==> src/sv/acbm_pkg.sv <==
// acbm_pkg: shared constants, types and codes for the Aho-Corasick build and match unit.
// Used by acbm_ctrl, acbm_dp, the top level and acbm_chk; depends on nothing.
`timescale 1ns / 1ps
package acbm_pkg;
	localparam int MAX_STATES = 1024;
	localparam int ALPHABET   = 256;
	localparam int TAG_W      = 16;
	localparam int ST_W       = $clog2(MAX_STATES);
	localparam int CNT_W      = $clog2(MAX_STATES) + 1;
	localparam int SYM_W      = $clog2(ALPHABET);
	localparam int NT_AW      = ST_W + SYM_W;
	localparam int MC_W       = 16;
	localparam int TOT_W      = 48;
	localparam int MARK_W     = TAG_W + 1;

	localparam logic [1:0] OP_PAT  = 2'd0;
	localparam logic [1:0] OP_END  = 2'd1;
	localparam logic [1:0] OP_FIN  = 2'd2;
	localparam logic [1:0] OP_TEXT = 2'd3;

	localparam logic [1:0] ST_OK    = 2'd0;
	localparam logic [1:0] ST_FULL  = 2'd1;
	localparam logic [1:0] ST_PHASE = 2'd2;
	localparam logic [1:0] ST_SKIP  = 2'd3;

	typedef enum logic [4:0] {
		S_CLEAR, S_IDLE, S_DECODE, S_P_RD, S_P_CHK, S_E_RD, S_E_UPD,
		S_T_RD, S_T_MC, S_T_SUM, S_FR_RD, S_FR_CHK, S_FB_POP, S_FB_S,
		S_FB_F, S_FB_MS, S_FB_MF, S_FB_RT, S_FB_RG, S_FB_UPD, S_FIN, S_OUT
	} state_t;

	typedef enum logic [4:0] {
		C_NOP, C_CLEAR, C_CAP, C_PHASE, C_SKIP_B, C_SKIP_E, C_FSTART,
		C_P_RD, C_P_CHK, C_E_RD, C_E_UPD, C_T_RD, C_T_MC, C_T_SUM,
		C_FR_RD, C_FR_CHK, C_POP, C_FB_S, C_FB_F, C_FB_MS, C_FB_MF,
		C_FB_RT, C_FB_RG, C_FB_UPD, C_FIN, C_OUT
	} cmd_t;

	typedef struct packed {
		logic [1:0] op;
		logic       fin;
		logic       ovf;
		logic       clr_last;
		logic       c_last;
		logic       q_empty;
		logic       out_free;
	} dp_status_t;
endpackage

==> src/sv/acbm_ctrl.sv <==
// acbm_ctrl: sequencing state machine; issues one datapath command per cycle.
// Depends on acbm_pkg.
`timescale 1ns / 1ps
module acbm_ctrl (
	input  logic                clk,
	input  logic                arst_n,
	input  logic                in_valid,
	output logic                in_ready,
	input  acbm_pkg::dp_status_t st,
	output acbm_pkg::cmd_t      cmd
);
	acbm_pkg::state_t state_q, state_d;

	always_ff @(posedge clk or negedge arst_n) begin
		if (!arst_n) begin
			state_q <= acbm_pkg::S_CLEAR;
		end else begin
			state_q <= state_d;
		end
	end

	always_comb begin
		state_d = state_q;
		case (state_q)
			acbm_pkg::S_CLEAR:  if (st.clr_last) state_d = acbm_pkg::S_IDLE;
			acbm_pkg::S_IDLE:   if (in_valid) state_d = acbm_pkg::S_DECODE;
			acbm_pkg::S_DECODE: begin
				if (st.op == acbm_pkg::OP_TEXT) begin
					state_d = st.fin ? acbm_pkg::S_T_RD : acbm_pkg::S_OUT;
				end else if (st.fin) begin
					state_d = acbm_pkg::S_OUT;
				end else if (st.op == acbm_pkg::OP_PAT) begin
					state_d = st.ovf ? acbm_pkg::S_OUT : acbm_pkg::S_P_RD;
				end else if (st.op == acbm_pkg::OP_END) begin
					state_d = st.ovf ? acbm_pkg::S_OUT : acbm_pkg::S_E_RD;
				end else begin
					state_d = acbm_pkg::S_FR_RD;
				end
			end
			acbm_pkg::S_P_RD:   state_d = acbm_pkg::S_P_CHK;
			acbm_pkg::S_P_CHK:  state_d = acbm_pkg::S_OUT;
			acbm_pkg::S_E_RD:   state_d = acbm_pkg::S_E_UPD;
			acbm_pkg::S_E_UPD:  state_d = acbm_pkg::S_OUT;
			acbm_pkg::S_T_RD:   state_d = acbm_pkg::S_T_MC;
			acbm_pkg::S_T_MC:   state_d = acbm_pkg::S_T_SUM;
			acbm_pkg::S_T_SUM:  state_d = acbm_pkg::S_OUT;
			acbm_pkg::S_FR_RD:  state_d = acbm_pkg::S_FR_CHK;
			acbm_pkg::S_FR_CHK: state_d = st.c_last ? acbm_pkg::S_FB_POP : acbm_pkg::S_FR_RD;
			acbm_pkg::S_FB_POP: state_d = st.q_empty ? acbm_pkg::S_FIN : acbm_pkg::S_FB_S;
			acbm_pkg::S_FB_S:   state_d = acbm_pkg::S_FB_F;
			acbm_pkg::S_FB_F:   state_d = acbm_pkg::S_FB_MS;
			acbm_pkg::S_FB_MS:  state_d = acbm_pkg::S_FB_MF;
			acbm_pkg::S_FB_MF:  state_d = acbm_pkg::S_FB_RT;
			acbm_pkg::S_FB_RT:  state_d = acbm_pkg::S_FB_RG;
			acbm_pkg::S_FB_RG:  state_d = acbm_pkg::S_FB_UPD;
			acbm_pkg::S_FB_UPD: state_d = st.c_last ? acbm_pkg::S_FB_POP : acbm_pkg::S_FB_RT;
			acbm_pkg::S_FIN:    state_d = acbm_pkg::S_OUT;
			acbm_pkg::S_OUT:    if (st.out_free) state_d = acbm_pkg::S_IDLE;
			default:            state_d = acbm_pkg::S_IDLE;
		endcase
	end

	always_comb begin
		in_ready = 1'b0;
		cmd      = acbm_pkg::C_NOP;
		case (state_q)
			acbm_pkg::S_CLEAR: cmd = acbm_pkg::C_CLEAR;
			acbm_pkg::S_IDLE: begin
				in_ready = 1'b1;
				if (in_valid) cmd = acbm_pkg::C_CAP;
			end
			acbm_pkg::S_DECODE: begin
				if (st.op == acbm_pkg::OP_TEXT) begin
					if (!st.fin) cmd = acbm_pkg::C_PHASE;
				end else if (st.fin) begin
					cmd = acbm_pkg::C_PHASE;
				end else if (st.op == acbm_pkg::OP_PAT) begin
					if (st.ovf) cmd = acbm_pkg::C_SKIP_B;
				end else if (st.op == acbm_pkg::OP_END) begin
					if (st.ovf) cmd = acbm_pkg::C_SKIP_E;
				end else begin
					cmd = acbm_pkg::C_FSTART;
				end
			end
			acbm_pkg::S_P_RD:   cmd = acbm_pkg::C_P_RD;
			acbm_pkg::S_P_CHK:  cmd = acbm_pkg::C_P_CHK;
			acbm_pkg::S_E_RD:   cmd = acbm_pkg::C_E_RD;
			acbm_pkg::S_E_UPD:  cmd = acbm_pkg::C_E_UPD;
			acbm_pkg::S_T_RD:   cmd = acbm_pkg::C_T_RD;
			acbm_pkg::S_T_MC:   cmd = acbm_pkg::C_T_MC;
			acbm_pkg::S_T_SUM:  cmd = acbm_pkg::C_T_SUM;
			acbm_pkg::S_FR_RD:  cmd = acbm_pkg::C_FR_RD;
			acbm_pkg::S_FR_CHK: cmd = acbm_pkg::C_FR_CHK;
			acbm_pkg::S_FB_POP: if (!st.q_empty) cmd = acbm_pkg::C_POP;
			acbm_pkg::S_FB_S:   cmd = acbm_pkg::C_FB_S;
			acbm_pkg::S_FB_F:   cmd = acbm_pkg::C_FB_F;
			acbm_pkg::S_FB_MS:  cmd = acbm_pkg::C_FB_MS;
			acbm_pkg::S_FB_MF:  cmd = acbm_pkg::C_FB_MF;
			acbm_pkg::S_FB_RT:  cmd = acbm_pkg::C_FB_RT;
			acbm_pkg::S_FB_RG:  cmd = acbm_pkg::C_FB_RG;
			acbm_pkg::S_FB_UPD: cmd = acbm_pkg::C_FB_UPD;
			acbm_pkg::S_FIN:    cmd = acbm_pkg::C_FIN;
			acbm_pkg::S_OUT:    if (st.out_free) cmd = acbm_pkg::C_OUT;
			default:            cmd = acbm_pkg::C_NOP;
		endcase
	end
endmodule

==> config.mk <==
export PLATFORM = sky130hd
export DESIGN_NAME = acbm_ctrl
export DESIGN_NICKNAME = d
export VERILOG_FILES = /design/src/sv/acbm_pkg.sv /design/src/sv/acbm_ctrl.sv
export SDC_FILE = /design/constraint.sdc
export NUM_CORES = 1
export LEC_CHECK = 0
export BUFFER_PORTS_ARGS = -buffer_cell sky130_fd_sc_hd__buf_2
export CAP_MARGIN = 25
export CORE_UTILIZATION = 56
export CTS_BUF_LIST = sky130_fd_sc_hd__clkbuf_8
export CTS_CLUSTER_DIAMETER = 120
export CTS_CLUSTER_SIZE = 12
export DETAILED_ROUTE_END_ITERATION = 8
export PLACE_DENSITY = 0.85
export SYNTH_ARGS = -nofsm -noshare
export SYNTH_HDL_FRONTEND = slang
export SYNTH_SLANG_ARGS = --single-unit
==> constraint.sdc <==
create_clock -name clk -period 1.8 [get_ports clk]
set_clock_uncertainty 0.1 [all_clocks]
set_input_delay 0.18 -clock clk [delete_from_list [all_inputs] [get_ports clk]]
set_output_delay 0.18 -clock clk [all_outputs]
set_load 0.03 [all_outputs]
==> impl_metrics.tcl, run 1 <==
set metrics [dict create \
    finalCritPeriodShare_pct 103.2 \
    rsz0062_at_grt "true" \
    syn_area_sq_um 814.5 \
    synthMuxAreaShare_pct 0 \
    dr.pass1.iters 4 \
    antenna_found_initial 0 \
    grt_overflow 0 \
    power_density_mw_per_mm2 2128 \
    p_leak_nw 0.4481 \
    synth_commonest_cells "nand2_1 (10), nor2_1 (9), buf_2 (8), nand2b_1 (6), o21ai_0 (6)" \
    synth_nets 121 \
    synth_area_leaders "dfrtp_1 (15%), buf_2 (4.9%), nand2_1 (4.6%)" \
    cts_tree "yes" \
    post-route-min-period_ns 1.858 \
    critPathLaunch "state_q[2]$_DFFE_PN0P_" \
    cp_max_fo 6 \
    grt_pass1_wl_um 3746 \
    synth_fa_ha_area_share_pct 1.229 \
    clockPowerShare_pct 9.0 \
    yosysUniqueCellTypes 47 \
    ant_nets 0 \
    total_power_mw 2.276 \
    path_buf_inv 1 \
    synth_xor_area_share_pct 2.151 \
    yosys.area.top_type "dfrtp_1" \
    largest_reg_flops 5 \
    drtIter0Drc 53 \
    synth.avg_cell_area_sq_um 7.405 \
    antenna_cells 0 \
    end_kind "primary output" \
    initial_core_util_pct 61.07 \
    grt.total_usage_pct 35.76 \
    die_h_um 40.14 \
    grt_pass1_vias 805 \
    post_drt_via_cell_ratio 7.061 \
    slew_headroom_pct 76.56 \
    critical_path.max_stage_delay_ns 0.44 \
    critPathSlowestCell "dfrtp_2" \
    dieArea_sq_mm 0.001611 \
    synth_warnings 0 \
    cp-start-kind "flip-flop" \
    critPathKind "flip-flop to primary output" \
    core_area_sq_mm 0.001334 \
    area_growth_pct 31.34 \
    switchingPower_mw 1.180 \
    cts_buffers 3 \
    port_buffers 16 \
    synth_compound_area_share_pct 41.47 \
    pin_count 17 \
    grt_max_degree 17 \
    place.gp.congestion 0.8674 \
    synth_seq_cells 5 \
    cts.sinks 5 \
    wire_per_inst_um 18.91 \
    fin_ws_ns -0.05811 \
    seqPwrFrac_pct 11.8 \
    synth_async_sr_flop_share_pct 100.0 \
    layout-drive-gt1-share_pct 36.09 \
    status "finished, violations left" \
    synth_enable_flop_cells 0 \
    cpLargestDelayFamily "flip-flops" \
    netlist_instances 110 \
    final.hold.worst_slack_ns 0.2036 \
    maxCapViolCount 0 \
    fmax_mhz 538.2 \
    drt-total-wl_um 2799 \
    reg2reg_from "state_q[3]$_DFFE_PN0P_" \
    path_clk_slew_ns 0.04 \
    tns_ns -0.06935 \
    ys_seq_area_share_pct 15.36 \
    placed_area_sq_um 953.4 \
    post-dp-hpwl_um 1776 \
    clk_path_buf_depth 2 \
    synth_top_family_by_area "compound AO/OA/AOI/OAI gates" \
    yosys.cell_count.top_type "nand2_1" \
    nets 145 \
    finalMaxSlewViolations 0 \
    cts_root_buf "clkbuf_8" \
    synth_top_area_share_pct 15.36 \
    regMostFlops "state_q" \
    via_count 1045 \
    synthSimpleGateAreaFrac_pct 29.03 \
    synthFlopType "dfrtp_1" \
    ir_worst_vdd_v 0.001330 \
    crit_arrival_ns 1.58 \
    htreeDepth 1 \
    min_path_type "input port to async pin" \
    reg.largest.list "state_q: 5 flops" \
    internal_power_mw 1.097 \
    cp.required_ns 1.52 \
    failed_checks "setup timing" \
    die_w_um 40.14 \
    clkLatencyLatePin_ns 0.22 \
    drc 0 \
    pre_cts_ws_ns 0.1047 \
    swShare_pct 51.82 \
    worstMarginPinSlew_ns 0.3490 \
    final_area_sq_mm 0.001070 \
    setup_viol 2 \
    p_comb_share_pct 79.2 \
    rows 13 \
    finalHoldViolCount 0 \
    cp_cell_sequence "a21boi_1 > or3_4 > a221oi_4 > buf_6" \
]
-- metal layers --
metal | vias to the layer above | wire, um | GRT usage (%)
li1 | 466 | - | -
met1 | 489 | 1145 | 45.61
met2 | 76 | 1333 | 58.06
met3 | 14 | 220 | 2.778
met4 | 0 | 99 | 21.55
met5 | - | 0 | 0
-- final cells by class --
cell class | count | area (sq um)
timing repair buffer | 31 | 220.2
sequential | 5 | 128.9
fill | 76 | 264.0
clock inverter | 1 | 3.754
clock buffer | 3 | 41.29
multi-input combinational | 90 | 643.1
inverter | 3 | 13.76
tap | 15 | 18.77
-- layout by cell type (no fill, tap or decap), types with 2 or more instances in the layout --
cell,instances
inv_1,2
a31oi_1,3
a21oi_1,5
a32oi_1,2
a21boi_0,2
a2bb2oi_1,2
nand2_1,10
a21boi_1,2
dfrtp_1,2
buf_2,14
o22ai_1,2
nand3b_1,2
o32ai_1,2
xnor2_1,2
nor2_1,8
dfrtp_2,3
buf_4,12
nand2b_1,6
buf_6,2
and2b_1,2
o2111ai_1,2
clkbuf_8,3
o21ai_0,4
nand3_1,3
o21ai_1,7
-- final timing paths --
path                                                to  slack [ns]  depth (start not counted)
worst max register to register  state_q[4]$_DFFE_PN0P_        0.11                          5
worst min register to register  state_q[4]$_DFFE_PN0P_        0.71                          3
worst min-delay path            state_q[1]$_DFFE_PN0P_        0.20                          2
max in group asynchronous       state_q[3]$_DFFE_PN0P_        1.26                          2
min in group clk                state_q[0]$_DFFE_PN0P_        0.21                          4
worst max-delay path                            cmd[0]       -0.06                          4
-- logic make-up (layout without fill, tap and decap cells) --
kind of cell    count (synthesis)  in the layout
compound gates                 46             46
xor+xnor                        2              2
buf+inv                        15             38
fa+ha+maj                       1              1
flops                           5              5
simple gates                   41             41
-- stage by stage --
stage | utilization [%] | std cells
2_1_floorplan | - | 110
3_3_place_gp | 71.48 | 141
3_5_place_dp | 71.48 | 141
4_1_cts | 77.49 | 147
5_1_grt | 80.21 | 148
6_report | 80.21 | 148
-- power by group through the flow --
stage,registers (mW),clock network (mW),logic [mW]
after floorplan,0.201,0,1.22
after global placement,0.245,0,1.56
after detailed placement,0.246,0,1.59
after CTS,0.257,0.204,1.67
after global routing,0.271,0.212,1.89
final,0.267,0.205,1.80
-- repair_timing --
item | in CTS | in global routing
buffers inserted | 1 | 1
hold buffers | 1 | 0
hold endpoints to repair | 5 | 0
endpoints found under the setup margin | 4 | 5
gates resized for setup | 7 | 8
Power figures use the tool's default switching activity.
==> inputs of run 2 (changes only) <==
--- a/config.mk
+++ b/config.mk
@@ -7,12 +7,12 @@
 export LEC_CHECK = 0
 export BUFFER_PORTS_ARGS = -buffer_cell sky130_fd_sc_hd__buf_2
 export CAP_MARGIN = 25
-export CORE_UTILIZATION = 56
+export CORE_UTILIZATION = 40
 export CTS_BUF_LIST = sky130_fd_sc_hd__clkbuf_8
 export CTS_CLUSTER_DIAMETER = 120
 export CTS_CLUSTER_SIZE = 12
 export DETAILED_ROUTE_END_ITERATION = 8
-export PLACE_DENSITY = 0.85
+export PLACE_DENSITY = 0.68
 export SYNTH_ARGS = -nofsm -noshare
 export SYNTH_HDL_FRONTEND = slang
 export SYNTH_SLANG_ARGS = --single-unit
==> constraint.sdc (replaced) <==
create_clock -name clk -period 1.67 [get_ports clk]
set_clock_uncertainty 0.1 [all_clocks]
set_input_delay 0.167 -clock clk [delete_from_list [all_inputs] [get_ports clk]]
set_output_delay 0.167 -clock clk [all_outputs]
set_load 0.03 [all_outputs]
==> impl_metrics.tcl, run 2 (synthesis gave the netlist of run 1 again) <==
set metrics [dict create \
    post-route-min-period_ns 1.803 \
    fillers 166 \
    port_buffers 16 \
    crit_arrival_ns 1.54 \
    grt_overflow 0 \
    critical_path.max_stage_delay_ns 0.46 \
    slew_headroom_pct 76.19 \
    power_density_mw_per_mm2 2224 \
    timing.rr.end "state_q[4]$_DFFE_PN0P_" \
    htreeDepth 1 \
    dieArea_sq_mm 0.002221 \
    antenna_cells 0 \
    critPathKind "flip-flop to primary output" \
    placed_area_sq_mm 0.001012 \
    finalCritPeriodShare_pct 108.0 \
    cts_root_buf "clkbuf_8" \
    cp_cell_sequence "nor4_1 > and2_1 > buf_2" \
    fin_util_pct 66.32 \
    path_buf_inv 1 \
    die_h_um 47.13 \
    worstMarginPinSlew_ns 0.3539 \
    rrSetupSlack_ns -0.01 \
    regMostFlops "state_q" \
    layout_commonest_cell "buf_4" \
    drc 0 \
    post-place-cells 158 \
    final_area_sq_mm 0.001207 \
    finalMaxSlewViolations 0 \
    drtIter0Drc 54 \
    wire_per_inst_um 16.04 \
    reg.largest.list "state_q: 5 flops" \
    clk_path_buf_depth 2 \
    post-dp-hpwl_um 1940 \
    min_from "st[3]" \
    finalHoldViolCount 0 \
    grt_max_degree 12 \
    place.gp.congestion 0.8862 \
    tns_ns -0.3935 \
    p_leak_nw 0.5168 \
    cp.required_ns 1.40 \
    hold_path_depth 4 \
    failed_checks "setup timing" \
    cts_buffers 3 \
    setup_viol 5 \
    ant_nets 0 \
    dr.pass1.iters 4 \
    area_growth_pct 48.23 \
    status "finished, violations left" \
    reg2reg_from "state_q[3]$_DFFE_PN0P_" \
    die_w_um 47.13 \
    critPathSlowestCell "dfrtp_2" \
    post_drt_via_cell_ratio 6.096 \
    grt_pass1_vias 871 \
    rows 15 \
    grt.total_usage_pct 25.44 \
    cp_max_fo 6 \
    fmax_mhz 554.5 \
    total_power_mw 2.685 \
    grt_pass1_wl_um 3912 \
    nets 153 \
    min_path_type "input port to flip-flop" \
    cpLargestDelayFamily "simple AND/OR/NAND/NOR gates" \
    final.hold.worst_slack_ns 0.1688 \
    antenna_found_initial 0 \
    via_count 1012 \
    drt-total-wl_um 2662 \
    path_clk_slew_ns 0.04 \
    cp-start-kind "flip-flop" \
    pre_cts_ws_ns -0.01220 \
    clkLatencyLatePin_ns 0.22 \
    core_area_sq_mm 0.001821 \
    cts.sinks 5 \
    cts_tree "yes" \
    ir_worst_vdd_v 0.001311 \
    initial_core_util_pct 44.74 \
    rsz0062_at_grt "true" \
    maxCapViolCount 0 \
    pin_count 17 \
    largest_reg_flops 5 \
    layout_common_cells "buf_4 (16), buf_2 (11), buf_6 (11)" \
    whs_endpoint "state_q[0]$_DFFE_PN0P_" \
    reg2regPathDepth 5 \
    fin_cells 166 \
    end_kind "primary output" \
    fin_ws_ns -0.1333 \
    layout-drive-gt1-share_pct 44.68 \
]
[run 2: changes by cell type in the layout (fill, tap and decap cells not counted), moves of 2 or more]
cell | previous run | this run
buf_2 | 14 | 11
buf_4 | 12 | 16
buf_6 | 2 | 11
nand2b_1 | 6 | 4
o22ai_1 | 2 | 0
o22ai_2 | 0 | 2
[run 2: final cells by class]
type / count / area, sq um / area share, %
Multi-Input combinational cell: 90 / 678.2 / 56.17
Timing Repair Buffer: 39 / 309.0 / 25.60
Clock inverter: 1 / 3.754 / 0.3109
Tap cell: 25 / 31.28 / 2.591
Sequential cell: 5 / 130.1 / 10.78
Inverter: 3 / 13.76 / 1.140
Clock buffer: 3 / 41.29 / 3.420
[run 2: worst max path at each step]
stage / from / endpoint / slack [ns] / cells after the start
floorplan: state_q[3]$_DFFE_PN0P_ / cmd[0] / -0.05 / 4
global placement: state_q[3]$_DFFE_PN0P_ / cmd[0] / -0.02 / 4
detailed placement: state_q[3]$_DFFE_PN0P_ / state_q[4]$_DFFE_PN0P_ / -0.01 / 5
CTS: state_q[2]$_DFFE_PN0P_ / cmd[0] / -0.14 / 4
global route: state_q[1]$_DFFE_PN0P_ / in_ready / -0.20 / 4
finish: state_q[3]$_DFFE_PN0P_ / in_ready / -0.13 / 3
[run 2: power by group]
part / leakage, nW / internal (mW) / total, mW / switching [mW]
Sequential: 0.0584 / 0.189 / 0.288 / 0.0983
Combinational: 0.431 / 1.05 / 2.18 / 1.14
Clock: 0.0269 / 0.157 / 0.215 / 0.0578
[run 2: what timing repair did]
action	CTS	global route
setup buffers	1	3
hold buffers	1	0
gates resized for setup	14	23
endpoints found under the setup margin	7	9
hold endpoints to repair	5	0
pin swaps	1	3
[run 2: worst min-delay path: cells and delay by family]
family / cells / cell delay (ns)
compound gates: 1 / 0.12
buf+inv: 1 / 0.08
simple gates: 2 / 0.08
[run 2: layer usage]
| metal | GRT usage [%] | vias to the layer above | routed length [um] |
|---|---|---|---|
| li1 | - | 482 | - |
| met1 | 34.43 | 475 | 1145 |
| met2 | 41.67 | 49 | 1318 |
| met3 | 1.154 | 6 | 160 |
| met4 | 12.00 | 0 | 38 |
| met5 | 0 | - | 0 |
